File: config.mk
export PLATFORM = sky130hd
export DESIGN_NAME = ascii_integer_param_parser_unit
export DESIGN_NICKNAME = d
export VERILOG_FILES = /design/src/hw/rtl/aipp_pkg.sv /design/src/hw/rtl/aipp_core.sv /design/src/hw/rtl/ascii_integer_param_parser_unit.sv
export SDC_FILE = /design/constraint.sdc
export NUM_CORES = 1
export LEC_CHECK = 0
export ABC_CLOCK_PERIOD_IN_PS = 7010
export BUFFER_PORTS_ARGS = -buffer_cell sky130_fd_sc_hd__buf_2
export CORE_MARGIN = 2
export CORE_UTILIZATION = 50
export DETAILED_ROUTE_END_ITERATION = 10
export GPL_ROUTABILITY_DRIVEN = 0
export PLACE_DENSITY = 0.69
export SYNTH_ARGS = -nofsm -noshare
export SYNTH_HDL_FRONTEND = slang
export SYNTH_HIERARCHICAL = 1
export SYNTH_SLANG_ARGS = --single-unit
File: constraint.sdc
create_clock -name clk -period 7.01 [get_ports clk]
set_clock_uncertainty 0.1 [all_clocks]
set_input_delay 1.402 -clock clk [delete_from_list [all_inputs] [get_ports clk]]
set_output_delay 1.402 -clock clk [all_outputs]
set_load 0.01 [all_outputs]
File: src/hw/rtl/aipp_pkg.sv
package aipp_pkg;

  // Parser modes
  typedef enum logic [2:0] {
    MODE_WAIT = 3'd0,
    MODE_HEX  = 3'd1,
    MODE_DEC  = 3'd2,
    MODE_NEG  = 3'd3,
    MODE_ERR  = 3'd4
  } aipp_mode_t;

  // Result status codes
  localparam logic [1:0] STATUS_OK    = 2'd0;
  localparam logic [1:0] STATUS_BAD   = 2'd1;
  localparam logic [1:0] STATUS_SHORT = 2'd2;

  // End kinds
  localparam logic [1:0] END_SEP   = 2'd0;
  localparam logic [1:0] END_QUERY = 2'd1;
  localparam logic [1:0] END_TEXT  = 2'd2;

  // Value size codes (anything else acts as eight bits)
  localparam logic [1:0] SIZE_16 = 2'd1;
  localparam logic [1:0] SIZE_32 = 2'd2;

  // Action codes
  localparam logic ACTION_CHAR = 1'b0;

  // Configuration register indexes
  localparam int unsigned CFG_IDX_W = 8;
  localparam logic [CFG_IDX_W-1:0] CFG_SEPARATOR = 8'd0;
  localparam logic [CFG_IDX_W-1:0] CFG_QUERY     = 8'd1;
  localparam logic [CFG_IDX_W-1:0] CFG_HEX_PFX   = 8'd2;
  localparam logic [CFG_IDX_W-1:0] CFG_MINUS     = 8'd3;

  // Configuration reset values
  localparam logic [7:0] SEPARATOR_RST = 8'd44;
  localparam logic [7:0] QUERY_RST     = 8'd63;
  localparam logic [7:0] HEX_PFX_RST   = 8'd36;
  localparam logic [7:0] MINUS_RST     = 8'd45;

  typedef struct packed {
    logic [7:0] separator_char;
    logic [7:0] query_char;
    logic [7:0] hex_prefix_char;
    logic [7:0] minus_char;
  } aipp_cfg_t;

  typedef struct packed {
    logic       action;
    logic [7:0] char_code;
    logic [1:0] value_size;
  } aipp_item_t;

  typedef struct packed {
    logic [1:0]  status;
    logic [31:0] value;
    logic [1:0]  end_kind;
  } aipp_result_t;

endpackage

File: src/hw/rtl/aipp_core.sv
module aipp_core
  import aipp_pkg::*;
(
  input  logic         clk,
  input  logic         rst_n,
  input  aipp_cfg_t    cfg,
  input  aipp_item_t   item,
  input  logic         step,
  output logic         has_result,
  output aipp_result_t result
);

  localparam logic [7:0] CH_0  = 8'h30;
  localparam logic [7:0] CH_9  = 8'h39;
  localparam logic [7:0] CH_UA = 8'h41;
  localparam logic [7:0] CH_UF = 8'h46;
  localparam logic [7:0] CH_LA = 8'h61;
  localparam logic [7:0] CH_LF = 8'h66;

  aipp_mode_t  mode_r, mode_nxt;
  logic [31:0] acc_r, acc_nxt;
  logic [3:0]  nib_r, nib_nxt;

  logic        is_dec, is_hex;
  logic [3:0]  hex_val;
  logic [31:0] mask;
  logic [3:0]  width_nib;
  logic [31:0] last_u, last_s, last;
  logic [3:0]  top;
  logic        dec_ovf;
  logic [31:0] acc_x10_d;
  logic [31:0] acc_neg;

  // Classify the character
  always_comb begin
    is_dec  = (item.char_code >= CH_0) && (item.char_code <= CH_9);
    is_hex  = is_dec;
    hex_val = item.char_code[3:0];
    if ((item.char_code >= CH_UA && item.char_code <= CH_UF) ||
        (item.char_code >= CH_LA && item.char_code <= CH_LF)) begin
      is_hex  = 1'b1;
      hex_val = item.char_code[3:0] + 4'd9;
    end
  end

  // Decode width-dependent constants
  always_comb begin
    case (item.value_size)
      SIZE_16: begin
        mask = 32'h0000_FFFF; width_nib = 4'd4;
        last_u = 32'd6553; last_s = 32'd3276;
      end
      SIZE_32: begin
        mask = 32'hFFFF_FFFF; width_nib = 4'd8;
        last_u = 32'd429496729; last_s = 32'd214748364;
      end
      default: begin
        mask = 32'h0000_00FF; width_nib = 4'd2;
        last_u = 32'd25; last_s = 32'd12;
      end
    endcase
  end

  // Overflow check and decimal accumulate
  always_comb begin
    last      = (mode_r == MODE_NEG) ? last_s : last_u;
    top       = (mode_r == MODE_NEG) ? 4'd8 : 4'd5;
    dec_ovf   = (acc_r > last) || ((acc_r == last) && (item.char_code[3:0] > top));
    acc_x10_d = (acc_r << 3) + (acc_r << 1) + {28'd0, item.char_code[3:0]};
    acc_neg   = 32'd0 - acc_r;
  end

  // Next state and result
  always_comb begin
    mode_nxt        = mode_r;
    acc_nxt         = acc_r;
    nib_nxt         = nib_r;
    has_result      = 1'b1;
    result.status   = STATUS_OK;
    result.value    = 32'd0;
    result.end_kind = END_TEXT;

    if (item.action != ACTION_CHAR) begin
      result.end_kind = END_TEXT;
    end else if (item.char_code == cfg.separator_char) begin
      result.end_kind = END_SEP;
    end else if (item.char_code == cfg.query_char) begin
      result.end_kind = END_QUERY;
    end else begin
      has_result = 1'b0;
    end

    if (has_result) begin
      if (mode_r == MODE_ERR) begin
        result.status = STATUS_BAD;
      end else if (mode_r == MODE_WAIT) begin
        result.status = STATUS_SHORT;
      end else if (mode_r == MODE_HEX && nib_r != 4'd0) begin
        result.status = STATUS_SHORT;
      end else if (mode_r == MODE_NEG && acc_r == 32'd0) begin
        result.status = STATUS_BAD;
      end else if (mode_r == MODE_NEG) begin
        result.value = acc_neg & mask;
      end else begin
        result.value = acc_r & mask;
      end
      mode_nxt = MODE_WAIT;
      acc_nxt  = 32'd0;
      nib_nxt  = 4'd0;
    end else begin
      unique case (mode_r)
        MODE_WAIT: begin
          if (item.char_code == cfg.hex_prefix_char) begin
            mode_nxt = MODE_HEX;
            nib_nxt  = width_nib;
          end else if (item.char_code == cfg.minus_char) begin
            mode_nxt = MODE_NEG;
          end else if (is_dec) begin
            mode_nxt = MODE_DEC;
            acc_nxt  = {28'd0, item.char_code[3:0]};
          end
        end
        MODE_HEX: begin
          if (is_hex) begin
            if (nib_r == 4'd0) begin
              mode_nxt = MODE_ERR;
            end else begin
              acc_nxt = {acc_r[27:0], hex_val};
              nib_nxt = nib_r - 4'd1;
            end
          end
        end
        MODE_DEC, MODE_NEG: begin
          if (is_dec) begin
            if (dec_ovf) mode_nxt = MODE_ERR;
            else acc_nxt = acc_x10_d;
          end
        end
        default: begin
          mode_nxt = mode_r;
        end
      endcase
    end
  end

  // Parser state register
  always_ff @(posedge clk) begin
    if (!rst_n) begin
      mode_r <= MODE_WAIT;
      acc_r  <= 32'd0;
      nib_r  <= 4'd0;
    end else if (step) begin
      mode_r <= mode_nxt;
      acc_r  <= acc_nxt;
      nib_r  <= nib_nxt;
    end
  end

endmodule

File: src/hw/rtl/ascii_integer_param_parser_unit.sv
// Path: the input register takes the ending character, and the result
//   register driving the out_ ports loads its result when free.
// Throughput: one character per cycle while no result stalls on out_ready;
//   the parser state update is the loop.
// Reset: synchronous, active low; clears both registers' valid flags and the
//   parser state, and loads the delimiter registers with their defaults.
module ascii_integer_param_parser_unit
  import aipp_pkg::*;
(
  input  logic                 clk,
  input  logic                 rst_n,
  input  logic                 in_valid,
  output logic                 in_ready,
  input  logic                 in_action,
  input  logic [7:0]           in_char_code,
  input  logic [1:0]           in_value_size,
  output logic                 out_valid,
  input  logic                 out_ready,
  output logic [1:0]           out_status,
  output logic [31:0]          out_value,
  output logic [1:0]           out_end_kind,
  input  logic                 cfg_valid,
  output logic                 cfg_ready,
  input  logic [CFG_IDX_W-1:0] cfg_index,
  input  logic [7:0]           cfg_wdata
);

  aipp_cfg_t    cfg_r;
  logic         s1_valid_r;
  aipp_item_t   s1_item_r;
  logic         out_valid_r;
  aipp_result_t out_result_r;

  logic         has_result;
  aipp_result_t result;
  logic         out_free, s1_adv, in_fire;

  // Handshake control
  assign out_free  = !out_valid_r || out_ready;
  assign s1_adv    = s1_valid_r && (!has_result || out_free);
  assign in_ready  = !s1_valid_r || s1_adv;
  assign in_fire   = in_valid && in_ready;
  assign cfg_ready = 1'b1;

  // Delimiter registers
  always_ff @(posedge clk) begin
    if (!rst_n) begin
      cfg_r.separator_char  <= SEPARATOR_RST;
      cfg_r.query_char      <= QUERY_RST;
      cfg_r.hex_prefix_char <= HEX_PFX_RST;
      cfg_r.minus_char      <= MINUS_RST;
    end else if (cfg_valid) begin
      unique case (cfg_index)
        CFG_SEPARATOR: cfg_r.separator_char  <= cfg_wdata;
        CFG_QUERY:     cfg_r.query_char      <= cfg_wdata;
        CFG_HEX_PFX:   cfg_r.hex_prefix_char <= cfg_wdata;
        CFG_MINUS:     cfg_r.minus_char      <= cfg_wdata;
        default:       cfg_r <= cfg_r;
      endcase
    end
  end

  // Input register: hold the transaction until the parser takes it
  always_ff @(posedge clk) begin
    if (!rst_n) begin
      s1_valid_r <= 1'b0;
    end else if (in_fire) begin
      s1_valid_r <= 1'b1;
    end else if (s1_adv) begin
      s1_valid_r <= 1'b0;
    end
  end

  always_ff @(posedge clk) begin
    if (in_fire) begin
      s1_item_r.action     <= in_action;
      s1_item_r.char_code  <= in_char_code;
      s1_item_r.value_size <= in_value_size;
    end
  end

  aipp_core u_core (
    .clk        (clk),
    .rst_n      (rst_n),
    .cfg        (cfg_r),
    .item       (s1_item_r),
    .step       (s1_adv),
    .has_result (has_result),
    .result     (result)
  );

  // Result register: load on a parameter end, drop once taken
  always_ff @(posedge clk) begin
    if (!rst_n) begin
      out_valid_r <= 1'b0;
    end else if (s1_adv && has_result) begin
      out_valid_r <= 1'b1;
    end else if (out_ready) begin
      out_valid_r <= 1'b0;
    end
  end

  always_ff @(posedge clk) begin
    if (s1_adv && has_result) begin
      out_result_r <= result;
    end
  end

  assign out_valid    = out_valid_r;
  assign out_status   = out_result_r.status;
  assign out_value    = out_result_r.value;
  assign out_end_kind = out_result_r.end_kind;

endmodule

Word level (Yosys, flattened, before mapping)
Cells that the tools add are included. W data, S select, Z words.

Equality and inequality tests: 25. Bitwise operators: 3. Multiplexer cells: 45. Order comparisons: 8. Reductions and logical operators: 37. Add/sub/neg operators: 5.

Operators with widths (count): $mux W32 (9); $pmux W32 S3 (1); $and A32 B32 Y32 (2); $pmux W32 S2 (1); $pmux W29 S2 (1); $pmux W28 S2 (1); $add A32 B32 Y32 (1); $add A32 B4 Y32 (1); $eq A32 B32 Y1 (1); $eq A8 B8 Y1 (4); $gt A32 B32 Y1 (1); $logic_not A32 Y1 (1); $sub A1 B32 Y32 const A (1); $mux W29 (1); $mux W3 (8); $mux W4 (6); $ne A3 B3 Y1 const B (6); $eq A8 B2 Y1 const B (2); $ge A8 B7 Y1 const B (2); $le A8 B7 Y1 const B (2); $pmux W4 S2 (2); $ne A3 B2 Y1 const B (4); $mux W1 (10); $logic_and A1 B1 Y1 (9); 29 further kinds (46).

Input port bits: 32. Register bits: 120.

Depth between registers and ports, before layout
Gate-level depths: netlist of run 1.

Word-level depth: 10. Depth in mapped cells: 18. Depth with buffers taken out: 13.

Modules after synthesis
The synthesis of run 1 kept the hierarchy.

Modules (own cells, without submodules): aipp_core (area each 5763.0 um2, cells an instance 777, times used 1); ascii_integer_param_parser_unit (area each 2826.5 um2, cells an instance 183, times used 1).

Worst setup path after synthesis of run 1
Ideal clock, no wire load.

Kind: register to register. Start point: register u_core.mode_r[2]. End point: register u_core.mode_r[0]. Arrival: 3.867 ns. Library setup time: 0.070 ns. Slack: 2.973 ns. Required time: 6.840 ns. Clock period less this slack: 4.037 ns. Stages on the path, launching flop included: 17. Path through: dfxtp_1 > buf_2 > and3b_1 > clkbuf_1 > clkbuf_1 > clkbuf_1 > nand2_1 > ha_1 > nand4b_1 > or3_1 > or3_1 > a31oi_1 > o22ai_1 > a2111oi_0 > o21ai_1 > or3_1 > a21boi_1.

Longest elaborated chain between the ends: 7. Elaborated cells between the ends (all ways): 21.

Ends and longest elaborated chain: start, declared (line aipp_core.sv:20) `aipp_mode_t mode_r, mode_nxt;`; start signal, assigned (line aipp_core.sv:153) `mode_r <= mode_nxt;`; branches (longest 7 deep; another with $gt A32 B32 Y1).

Several ways; the timed one is not identified. A chain may end at the register's enable or synchronous reset.

Final worst setup path of run 1
Start point: register u_core.mode_r[2]. End point: register u_core.acc_r[9].

Longest elaborated chain between the ends: 7. Elaborated cells between the ends (all ways): 23.

Ends and longest elaborated chain: branches (longest 7 deep; another with $gt A32 B32 Y1); end signal, assigned (line aipp_core.sv:154) `acc_r <= acc_nxt;`; end, declared (line aipp_core.sv:21) `logic [31:0] acc_r, acc_nxt;`.

Several ways; the timed one is not identified.

==> summary.txt, run 1 <==
R2R depth -> 15
Crit share post-route -> 69.55%
Mapped Cells -> 960
CTS clk-pin slew, worst paths -> 0.06 ns
Vias in the first global route -> 6595
WP data required -> 7.18 ns
Hold Startpoint -> cfg_r[25]
Avg WL per Cell -> 16.55 um
Clk buf depth -> 2
Area of the multi-input gates -> 5390 sq um
Final hold viol count -> 0
H-tree levels -> 4
Hold-critical path depth -> 2
Register area -> 2873 sq um
Die X -> 135.1 um
CP startpoint kind -> flip-flop
R2R setup slack -> 2.13 ns
Total of max-cap violations -> 0
Fillers -> 1499
Share of cells above drive strength 1 -> 11.93%
Worst r2r src -> u_core/mode_r[2]
PnR worst setup slack -> 2.135 ns
Peak supply drop -> 0.2044 mV
Port Buffers -> 69
Primary FF master, synth -> dfxtp_1
Seq/Total Area, Yosys -> 33.45%
PwrDens -> 180.9 nW/um^2
WS Path Type -> flip-flop to flip-flop
RSZ-0062 raised after global routing -> false
Internal -> 0.001334 W
Crit end category -> flip-flop
Reg2reg end -> u_core/acc_r[9]
Design area -> 9644 sq um
Die area -> 18240 sq um
Hold/Removal Path Class -> flip-flop to flip-flop
CTS tree -> yes
Ports -> 71
Worst-path fanout max -> 47
Root Buffer Master -> clkbuf_16
Syn nets -> 1082
First-pass GRT wire length -> 33240 um
Clock sinks -> 120
Worst Path Arrival -> 5.05 ns
Final nets -> 1123
Worst-margin pin slew -> 1.231 ns
Cts repair resizes -> 0
Fin Hold WS -> 0.3750 ns
Hold buffer count at CTS -> 0
DR iter-0 viols -> 582
Setup bufs post-CTS -> 0
Die height -> 135.1 um
DR pass1 iterations -> 5
TNS Setup -> 0 ns
Antenna Cells -> 0
Total Routing Usage GR -> 22.83%
GRT overflow -> 0
Combinational Power Share -> 7.3%
Initial antenna violation count -> 0
Tmin final -> 4.875 ns
Setup violations, final -> 0
Area growth, synth to finish -> 12.28%
Final Max Tran Viols -> 0
Largest net degree at the start of global routing -> 88
NetSw -> 0.0004099 W
Vias/cell -> 5.818
CORE AREA -> 16700 sq um
Syn Area/Cell -> 8.947 sq um
Sw Share -> 23.50%
Worst Setup SP -> u_core/mode_r[2]
Slew HR -> 17.58%
Vias -> 7179
Status -> finished, final reports clean
Synth cell types -> 69
Clock share of power -> 49.7%
Clk Latency, worst-skew pair -> 0.42 ns
Antenna Violating Nets Remaining -> 0
CTS buffer count -> 17
Initial Utilization -> 51.43%
# DRC -> 0
Register share of total power -> 43.0%
Yosys warns -> 6
FP Rows -> 47
P_leak -> 3.960 nW
Synthesized area -> 8589 sq um
Async SR Flop Fraction -> 0%
Post-Route WL -> 20420 um
Pre-CTS WS -> 2.289 ns
DPL Wire Length -> 14620 um
Post-synth EDFFs -> 47
Fmax -> 205.1 MHz
Dpl cell area -> 9045 sq um
Hold worst-path end -> cfg_r[25]
Register bit total from synthesis -> 120
## critical path: stages, from the launching register on
cell and delay [ns]:
dfxtp_1 0.50, and3b_1 0.23, buf_4 0.23, inv_1 0.41, nand2b_1 0.15, ha_1 0.30
nand4b_1 0.10, or3_1 0.40, or3_1 0.32, a31oi_1 0.21, o22ai_1 0.18, o221ai_4 0.91
buf_4 0.37, nor2_1 0.07, a31oi_1 0.13, o21ai_0 0.10
## registers in the layout (all words and copies together), names as in the netlist, 2 cells and up
name           flops
cfg_r             32
out_end_kind       2
out_status         2
out_value         32
s1_item_r         11
u_core/acc_r      32
u_core/mode_r      3
u_core/nib_r       4
## stage by stage
| step | instances | util [%] | power, W |
|---|---|---|---|
| floorplan | 960 | - | 0.0008488 |
| global placement | 1202 | 54.16 | 0.0008883 |
| detailed placement | 1202 | 54.16 | 0.0008899 |
| CTS | 1234 | 57.75 | 0.001756 |
| global route | 1234 | 57.75 | 0.001802 |
| finish | 1234 | 57.75 | 0.001744 |
## layer usage
metal | vias to the layer above | share of wire (%) | track usage, %
met5 | - | 0 | 0
met4 | 0 | 1.6 | 7.176
met3 | 33 | 5.8 | 3.979
met2 | 248 | 45 | 35.31
met1 | 3313 | 48 | 32.57
li1 | 3585 | - | -
## synth_stat cells (3+ instances only)
library cell / count / area share (%)
nor2b_1: 33 / 2.4
a221oi_1: 5 / 0.51
a211oi_1: 9 / 0.79
a21o_1: 8 / 0.70
or3_1: 8 / 0.58
a21boi_0: 9 / 0.79
nand2_1: 82 / 3.6
a31oi_1: 15 / 1.1
o31ai_1: 13 / 1.1
buf_6: 3 / 0.39
xnor2_1: 56 / 5.7
nor3_1: 21 / 1.2
and3_1: 5 / 0.36
buf_4: 3 / 0.26
and2_1: 4 / 0.29
a211o_1: 3 / 0.31
o21bai_1: 4 / 0.35
ha_1: 88 / 13
a21oi_1: 47 / 2.7
nand4b_1: 7 / 0.71
o21ai_0: 63 / 3.7
o21a_1: 6 / 0.52
o2111ai_1: 3 / 0.31
mux2i_1: 34 / 4.0
nor2_1: 77 / 3.4
or4_1: 4 / 0.35
nand4_1: 16 / 1.2
edfxtp_1: 47 / 16
nand2b_1: 9 / 0.66
a22oi_1: 18 / 1.6
nor4_1: 7 / 0.51
o41ai_1: 6 / 0.61
buf_2: 8 / 0.47
dfxtp_1: 73 / 17
nand3_1: 22 / 1.3
inv_1: 27 / 1.2
clkbuf_1: 40 / 1.7
xor2_1: 35 / 3.6
## layout by cell type, fill, tap and decap left out, types with 9 or more instances in the layout
master     instances
ha_1              88
nor3_1            21
a21boi_0           9
nand2b_1           9
buf_2             69
inv_1             27
o21ai_0           63
mux2i_1           34
a211oi_1           9
nand4_1           16
dfxtp_1           73
xnor2_1           56
nand2_1           82
a21oi_1           47
o31ai_1           13
edfxtp_1          47
nor2b_1           33
nand3_1           22
clkbuf_16         19
a31oi_1           15
xor2_1            35
a22oi_1           18
nor2_1            76
## worst max path at each step
stage                  endpoint  cells after the start
3_3_place_gp   u_core/acc_r[10]                     15
4_1_cts         u_core/acc_r[8]                     15
3_5_place_dp    u_core/acc_r[8]                     15
6_report        u_core/acc_r[9]                     15
5_1_grt        u_core/acc_r[10]                     15
2_1_floorplan  u_core/mode_r[0]                     16
## cell type report
type,count,share of cell area [%]
multi-input cells,758,55.89
flip-flops and latches,120,29.79
clock buffers,24,5.332
repair buffers,77,4.203
well taps,220,2.854
inverters,27,1.051
clock inverters,8,0.8822
## logic make-up after synthesis
| family | count (synthesis) | synth area share, % |
|---|---|---|
| simple gates | 314 | 18.98 |
| compound gates | 228 | 16.91 |
| flops | 120 | 33.44 |
| xor+xnor | 91 | 9.279 |
| fa+ha+maj | 90 | 13.28 |
| buf+inv | 82 | 4.093 |
| mux | 34 | 3.962 |
| other cells | 1 | 0.04366 |
## power by group through the flow
stage | sequential (W) | combinational (W) | clock, W
6_report | 0.000750 | 0.000128 | 0.000867
4_1_cts | 0.000750 | 0.000126 | 0.000880
3_5_place_dp | 0.000764 | 0.000125 | 0
2_1_floorplan | 0.000757 | 0.0000920 | 0
3_3_place_gp | 0.000764 | 0.000124 | 0
5_1_grt | 0.000751 | 0.000141 | 0.000910
Note: power is estimated with default switching activity, not from simulation.
==> run 2: changes to the inputs <==
--- a/config.mk
+++ b/config.mk
@@ -5,7 +5,7 @@
 export SDC_FILE = /design/constraint.sdc
 export NUM_CORES = 1
 export LEC_CHECK = 0
-export ABC_CLOCK_PERIOD_IN_PS = 7010
+export ABC_CLOCK_PERIOD_IN_PS = 4600
 export BUFFER_PORTS_ARGS = -buffer_cell sky130_fd_sc_hd__buf_2
 export CORE_MARGIN = 2
 export CORE_UTILIZATION = 50
==> constraint.sdc (replaced) <==
create_clock -name clk -period 4.6 [get_ports clk]
set_clock_uncertainty 0.1 [all_clocks]
set_input_delay 0.92 -clock clk [delete_from_list [all_inputs] [get_ports clk]]
set_output_delay 0.92 -clock clk [all_outputs]
set_load 0.01 [all_outputs]
==> summary.txt, run 2 (same netlist as run 1, synthesis figures left out) <==
Final hold viol count -> 0 (unchanged)
Post-Route WL -> 20540 um (+0.59%)
R2R depth -> 13 (-2)
H-tree levels -> 4 (unchanged)
R2R setup slack -> 0.44 ns (-1.70 ns)
Commonest non-fill, non-tap cell in the layout -> ha_1
CP Cell Sequence -> inv_1, fa_1, inv_1, ha_1, a211oi_1, o21ai_0, a211oi_2, nor4_1, o21ai_0, o21ai_0, mux2i_1, a211o_1, a21boi_0
PwrDens -> 270.8 nW/um^2 (+50%)
P_leak -> 4.016 nW (+1.4%)
Largest net degree at the start of global routing -> 60 (-32%)
Hold-critical path depth -> 2 (unchanged)
Die area -> 18240 sq um (unchanged)
CORE AREA -> 16700 sq um (unchanged)
WS Path Type -> flip-flop to flip-flop
CTS tree -> yes
TNS Setup -> 0 ns (unchanged)
CP startpoint kind -> flip-flop
Commonest cells after routing, fill and taps aside -> ha_1 (88), nand2_1 (82), nor2_1 (76)
PnR worst setup slack -> 0.4360 ns (-1.699 ns)
Final Max Tran Viols -> 0 (unchanged)
Vias -> 7282 (+1.4%)
Die X -> 135.1 um (unchanged)
Die height -> 135.1 um (unchanged)
Port Buffers -> 69 (unchanged)
Initial antenna violation count -> 0 (unchanged)
Crit share post-route -> 90.52% (+21 points)
Antenna Violating Nets Remaining -> 0 (unchanged)
Area growth, synth to finish -> 13.26%
Ports -> 71 (unchanged)
FP Rows -> 47 (unchanged)
Slew HR -> 36.50% (+19 points)
CTS buffer count -> 17 (unchanged)
First-pass GRT wire length -> 33550 um (+0.93%)
Final nets -> 1134 (+0.98%)
Antenna Cells -> 0 (unchanged)
Reg2reg end -> u_core/acc_r[29]
Peak supply drop -> 0.2711 mV (+33%)
Cts repair resizes -> 0 (unchanged)
Clk Latency, worst-skew pair -> 0.43 ns (about the same)
Setup bufs post-CTS -> 0 (unchanged)
WP data required -> 4.85 ns (-2.33 ns)
Fillers -> 1478 (-1.4%)
Crit path max-delay family -> compound AO/OA/AOI/OAI gates
DR iter-0 viols -> 567 (-2.6%)
DPL Wire Length -> 14890 um (+1.8%)
# DRC -> 0 (unchanged)
Clk buf depth -> 2 (unchanged)
Critical Path Max Stage Delay -> 0.59 ns (-0.32 ns)
Crit end category -> flip-flop
Setup violations, final -> 0 (unchanged)
Fmax -> 240.2 MHz (+17%)
Hold buffer count at CTS -> 0 (unchanged)
Slowest CP cell -> fa_1
DR pass1 iterations -> 7 (+2)
Root Buffer Master -> clkbuf_16
Clock sinks -> 120 (unchanged)
Initial Utilization -> 51.43% (unchanged)
Share of cells above drive strength 1 -> 13.27% (+1.3 points)
Status -> finished, final reports clean
Total of max-cap violations -> 0 (unchanged)
CTS clk-pin slew, worst paths -> 0.06 ns (about the same)
Crit path top cell by count -> o21ai_0
Vias in the first global route -> 6651 (+0.85%)
Tmin final -> 4.164 ns (-0.7112 ns)
Worst-margin pin slew -> 0.9502 ns (-0.2803 ns)
Buffers & Inverters on Critical Path -> 2 (-1)
RSZ-0062 raised after global routing -> false
Vias/cell -> 5.849 (+0.54%)
Hold worst-path end -> cfg_r[30]
Hold Startpoint -> cfg_r[30]
GRT overflow -> 0 (unchanged)
Worst-path fanout max -> 6 (-87%)
Hold/Removal Path Class -> flip-flop to flip-flop
Pre-CTS WS -> 0.3196 ns (-1.969 ns)
Avg WL per Cell -> 16.50 um (-0.30%)
Total Routing Usage GR -> 22.98% (+0.14 points)
Worst r2r src -> u_core/acc_r[2]
Worst Path Arrival -> 4.41 ns (-0.64 ns)
-- run 2: worst max-delay path by stage --
stage / startpoint / end / slack, ns / cells after the start
3_3_place_gp: u_core/acc_r[2] / u_core/acc_r[31] / 0.34 / 13
4_1_cts: u_core/acc_r[2] / u_core/acc_r[31] / 0.27 / 13
3_5_place_dp: u_core/acc_r[2] / u_core/acc_r[31] / 0.32 / 13
2_1_floorplan: u_core/mode_r[2] / u_core/mode_r[0] / 0.56 / 16
6_report: u_core/acc_r[2] / u_core/acc_r[29] / 0.44 / 13
5_1_grt: u_core/acc_r[2] / u_core/acc_r[29] / 0.07 / 13
-- run 2: report_power, final --
| group | internal, W | switching, W | total (W) |
|---|---|---|---|
| Combinational | 0.0000794 | 0.000128 | 0.000207 |
| Sequential | 0.00112 | 0.0000182 | 0.00114 |
| Clock | 0.000777 | 0.000512 | 0.00129 |
| Total | 0.00198 | 0.000658 | 0.00263 |
-- run 2: layer usage --
layer | wire, um | vias up | global-route usage (%)
met5 | 0 | - | 0
met4 | 449 | 0 | 7.060
met3 | 970 | 34 | 4.054
met2 | 9330 | 201 | 35.45
met1 | 9787 | 3432 | 32.88
li1 | - | 3615 | -
-- run 2: tightest hold or removal path, cell delays in order, from the launching register on --
cell     delay, ns
dfxtp_1       0.32
nand2_1       0.06
mux2i_1       0.05
-- run 2: metrics by stage --
| stage | instances | power (W) | util, % | hold WS (ns) | instance area [sq um] |
|---|---|---|---|---|---|
| final | 1245 | 0.002634 | 58.25 | 0.3726 | 9728 |
| after global routing | 1245 | 0.002720 | 58.25 | 0.3909 | 9728 |
| after CTS | 1244 | 0.002638 | 58.12 | 0.3741 | 9707 |
| after detailed placement | 1212 | 0.001361 | 54.68 | 0.3606 | 9133 |
| after global placement | 1212 | 0.001359 | 54.68 | 0.3587 | 9133 |
| after floorplan | 960 | 0.001293 | - | 0.3473 | 8589 |
-- run 2: final cells by class --
class	instances	area, sq um	share of cell area (%)
Sequential cell	120	2873	29.53
Clock buffer	22	498.0	5.119
Tap cell	220	275.3	2.830
Multi-Input combinational cell	759	5411	55.63
Inverter	27	101.3	1.042
Timing Repair Buffer	87	493.0	5.068
Clock inverter	10	76.32	0.7846
==> run 3: changes to the inputs <==
--- a/config.mk
+++ b/config.mk
@@ -12,6 +12,7 @@
 export DETAILED_ROUTE_END_ITERATION = 10
 export GPL_ROUTABILITY_DRIVEN = 0
 export PLACE_DENSITY = 0.69
+export RECOVER_POWER = 50
 export SYNTH_ARGS = -nofsm -noshare
 export SYNTH_HDL_FRONTEND = slang
 export SYNTH_HIERARCHICAL = 1
==> summary.txt, run 3 (same netlist as run 1, synthesis figures left out) <==
Worst-path fanout max -> 17 (+11)
Register area -> 2873 sq um (unchanged)
TNS Setup -> 0 ns (unchanged)
Vias/cell -> 5.818 (-0.54%)
Critical Path Max Stage Delay -> 0.54 ns (-0.05 ns)
P_leak -> 3.881 nW (-3.4%)
Final hold viol count -> 0 (unchanged)
Final Max Tran Viols -> 60 (+60)
Die area -> 18240 sq um (unchanged)
Clock sinks -> 120 (unchanged)
PnR worst setup slack -> 0.2959 ns (-0.1400 ns)
Crit path top cell by count -> clkbuf_1
CTS clk-pin slew, worst paths -> 0.06 ns (about the same)
CORE AREA -> 16700 sq um (unchanged)
Fmax -> 232.3 MHz (-3.3%)
Hold buffer count at CTS -> 0 (unchanged)
Fin Hold WS -> 0.3724 ns (-0.0001720 ns)
Largest net degree at the start of global routing -> 60 (unchanged)
RSZ-0062 raised after global routing -> false
Crit end category -> primary output
Die X -> 135.1 um (unchanged)
GRT overflow -> 0 (unchanged)
Share of cells above drive strength 1 -> 8.976% (-4.3 points)
Root Buffer Master -> clkbuf_16
Worst-margin pin slew -> 2.234 ns (+1.284 ns)
M1 GR Usage -> 32.88% (unchanged)
PwrDens -> 272.4 nW/um^2 (+0.61%)
# DRC -> 0 (unchanged)
Antenna Cells -> 0 (unchanged)
Peak supply drop -> 0.2692 mV (-0.71%)
Failing checks -> capacitance limit, slew limit
Grt met2 use -> 35.45% (unchanged)
WP data required -> 3.58 ns (-1.27 ns)
CTS tree -> yes
WS Path Type -> flip-flop to primary output
GR Layer Usage met3 -> 4.054% (unchanged)
CTS buffer count -> 17 (unchanged)
Pre-CTS WS -> 0.3196 ns (unchanged)
Vias -> 7243 (-0.54%)
Vias in the first global route -> 6651 (unchanged)
Area growth, synth to finish -> 12.34%
Commonest cells after routing, fill and taps aside -> ha_1 (88), nand2_1 (82), nor2_1 (76)
Slew HR -> -48.94% (-85 points)
Fillers -> 1505 (+1.8%)
DR pass1 iterations -> 7 (unchanged)
Clk Latency, worst-skew pair -> 0.43 ns (about the same)
Clk buf depth -> 2 (unchanged)
Worst Setup SP -> s1_item_r[3]
Slowest CP cell -> clkbuf_1
Post-Route WL -> 20600 um (+0.31%)
Initial antenna violation count -> 0 (unchanged)
Port Buffers -> 69 (unchanged)
DR iter-0 viols -> 522 (-7.9%)
Total Routing Usage GR -> 22.98% (unchanged)
CP startpoint kind -> flip-flop
Tmin final -> 4.304 ns (+0.1400 ns)
Worst r2r src -> u_core/acc_r[2]
Total of max-cap violations -> 1 (+1)
Crit share post-route -> 93.57% (+3.0 points)
CP Cell Sequence -> clkbuf_1, xnor2_1, nand4_1, nor2_1, nor3_1, clkbuf_1, inv_1, nand3_1, buf_2
DPL Wire Length -> 14890 um (unchanged)
First-pass GRT wire length -> 33550 um (unchanged)
Worst Path Arrival -> 3.28 ns (-1.13 ns)
Status -> finished with violations
FP Rows -> 47 (unchanged)
Area of the multi-input gates -> 5395 sq um (-0.30%)
Pwr Total -> 0.002629 W (-0.20%)
GRT busiest layer -> met2
Hold/Removal Path Class -> flip-flop to flip-flop
Antenna Violating Nets Remaining -> 0 (unchanged)
Final nets -> 1134 (unchanged)
Hold Startpoint -> cfg_r[30]
Avg WL per Cell -> 16.55 um (+0.31%)
Commonest non-fill, non-tap cell in the layout -> ha_1
H-tree levels -> 4 (unchanged)
Setup violations, final -> 0 (unchanged)
Ports -> 71 (unchanged)
Initial Utilization -> 51.43% (unchanged)
Die height -> 135.1 um (unchanged)
[run 3: changes by cell type in the layout (fill, tap and decap cells not counted)]
cell      before  now
buf_2         69   31
buf_4         17   13
clkbuf_1       1   43
nand3_1       22   23
nand3_4        1    0
or4_1          4    5
or4_4          2    1
[run 3: final timing paths]
check / to / slack, ns / cells after the start
max: in_ready / 0.30 / 9
max reg2reg: u_core/acc_r[29] / 0.42 / 13
min reg2reg: cfg_r[30] / 0.37 / 2
min: cfg_r[30] / 0.37 / 2
[run 3: area by class of cell]
type | count | area share (%)
Clock inverter | 10 | 0.7910
Tap cell | 220 | 2.853
Multi-Input combinational cell | 759 | 55.91
Inverter | 27 | 1.050
Timing Repair Buffer | 87 | 4.461
Clock buffer | 22 | 5.161
Sequential cell | 120 | 29.77
[run 3: where the power goes]
| group | leakage (nW) | internal (W) | switching, W |
|---|---|---|---|
| clock network | 0.287 | 0.000777 | 0.000510 |
| registers | 1.05 | 0.00112 | 0.0000184 |
| logic | 2.54 | 0.0000766 | 0.000127 |
| total | 3.88 | 0.00197 | 0.000656 |
[run 3: worst max-delay path, delay by kind of cell, from the launching register on]
family                 cells  cell delay, ns
AND/OR/NAND/NOR            4            0.72
XOR/XNOR                   1            0.12
flip-flops                 1            0.48
buffers and inverters      4            1.54
[run 3: repair_timing]
item                       4_1_cts  5_1_grt
buffers inserted                 0        0
setup endpoints to repair        0        9
resized for setup                0        2
[run 3: stage by stage]
step	instance area [sq um]	util (%)	cells
floorplan	8589	-	960
global placement	9133	54.68	1212
detailed placement	9133	54.68	1212
CTS	9707	58.12	1244
global route	9649	57.78	1245
finish	9649	57.78	1245
[run 3: per-layer routing]
metal,vias up,share of wire (%)
met4,0,2.0
met2,190,45
met3,34,4.3
met5,-,0
li1,3614,-
met1,3405,48
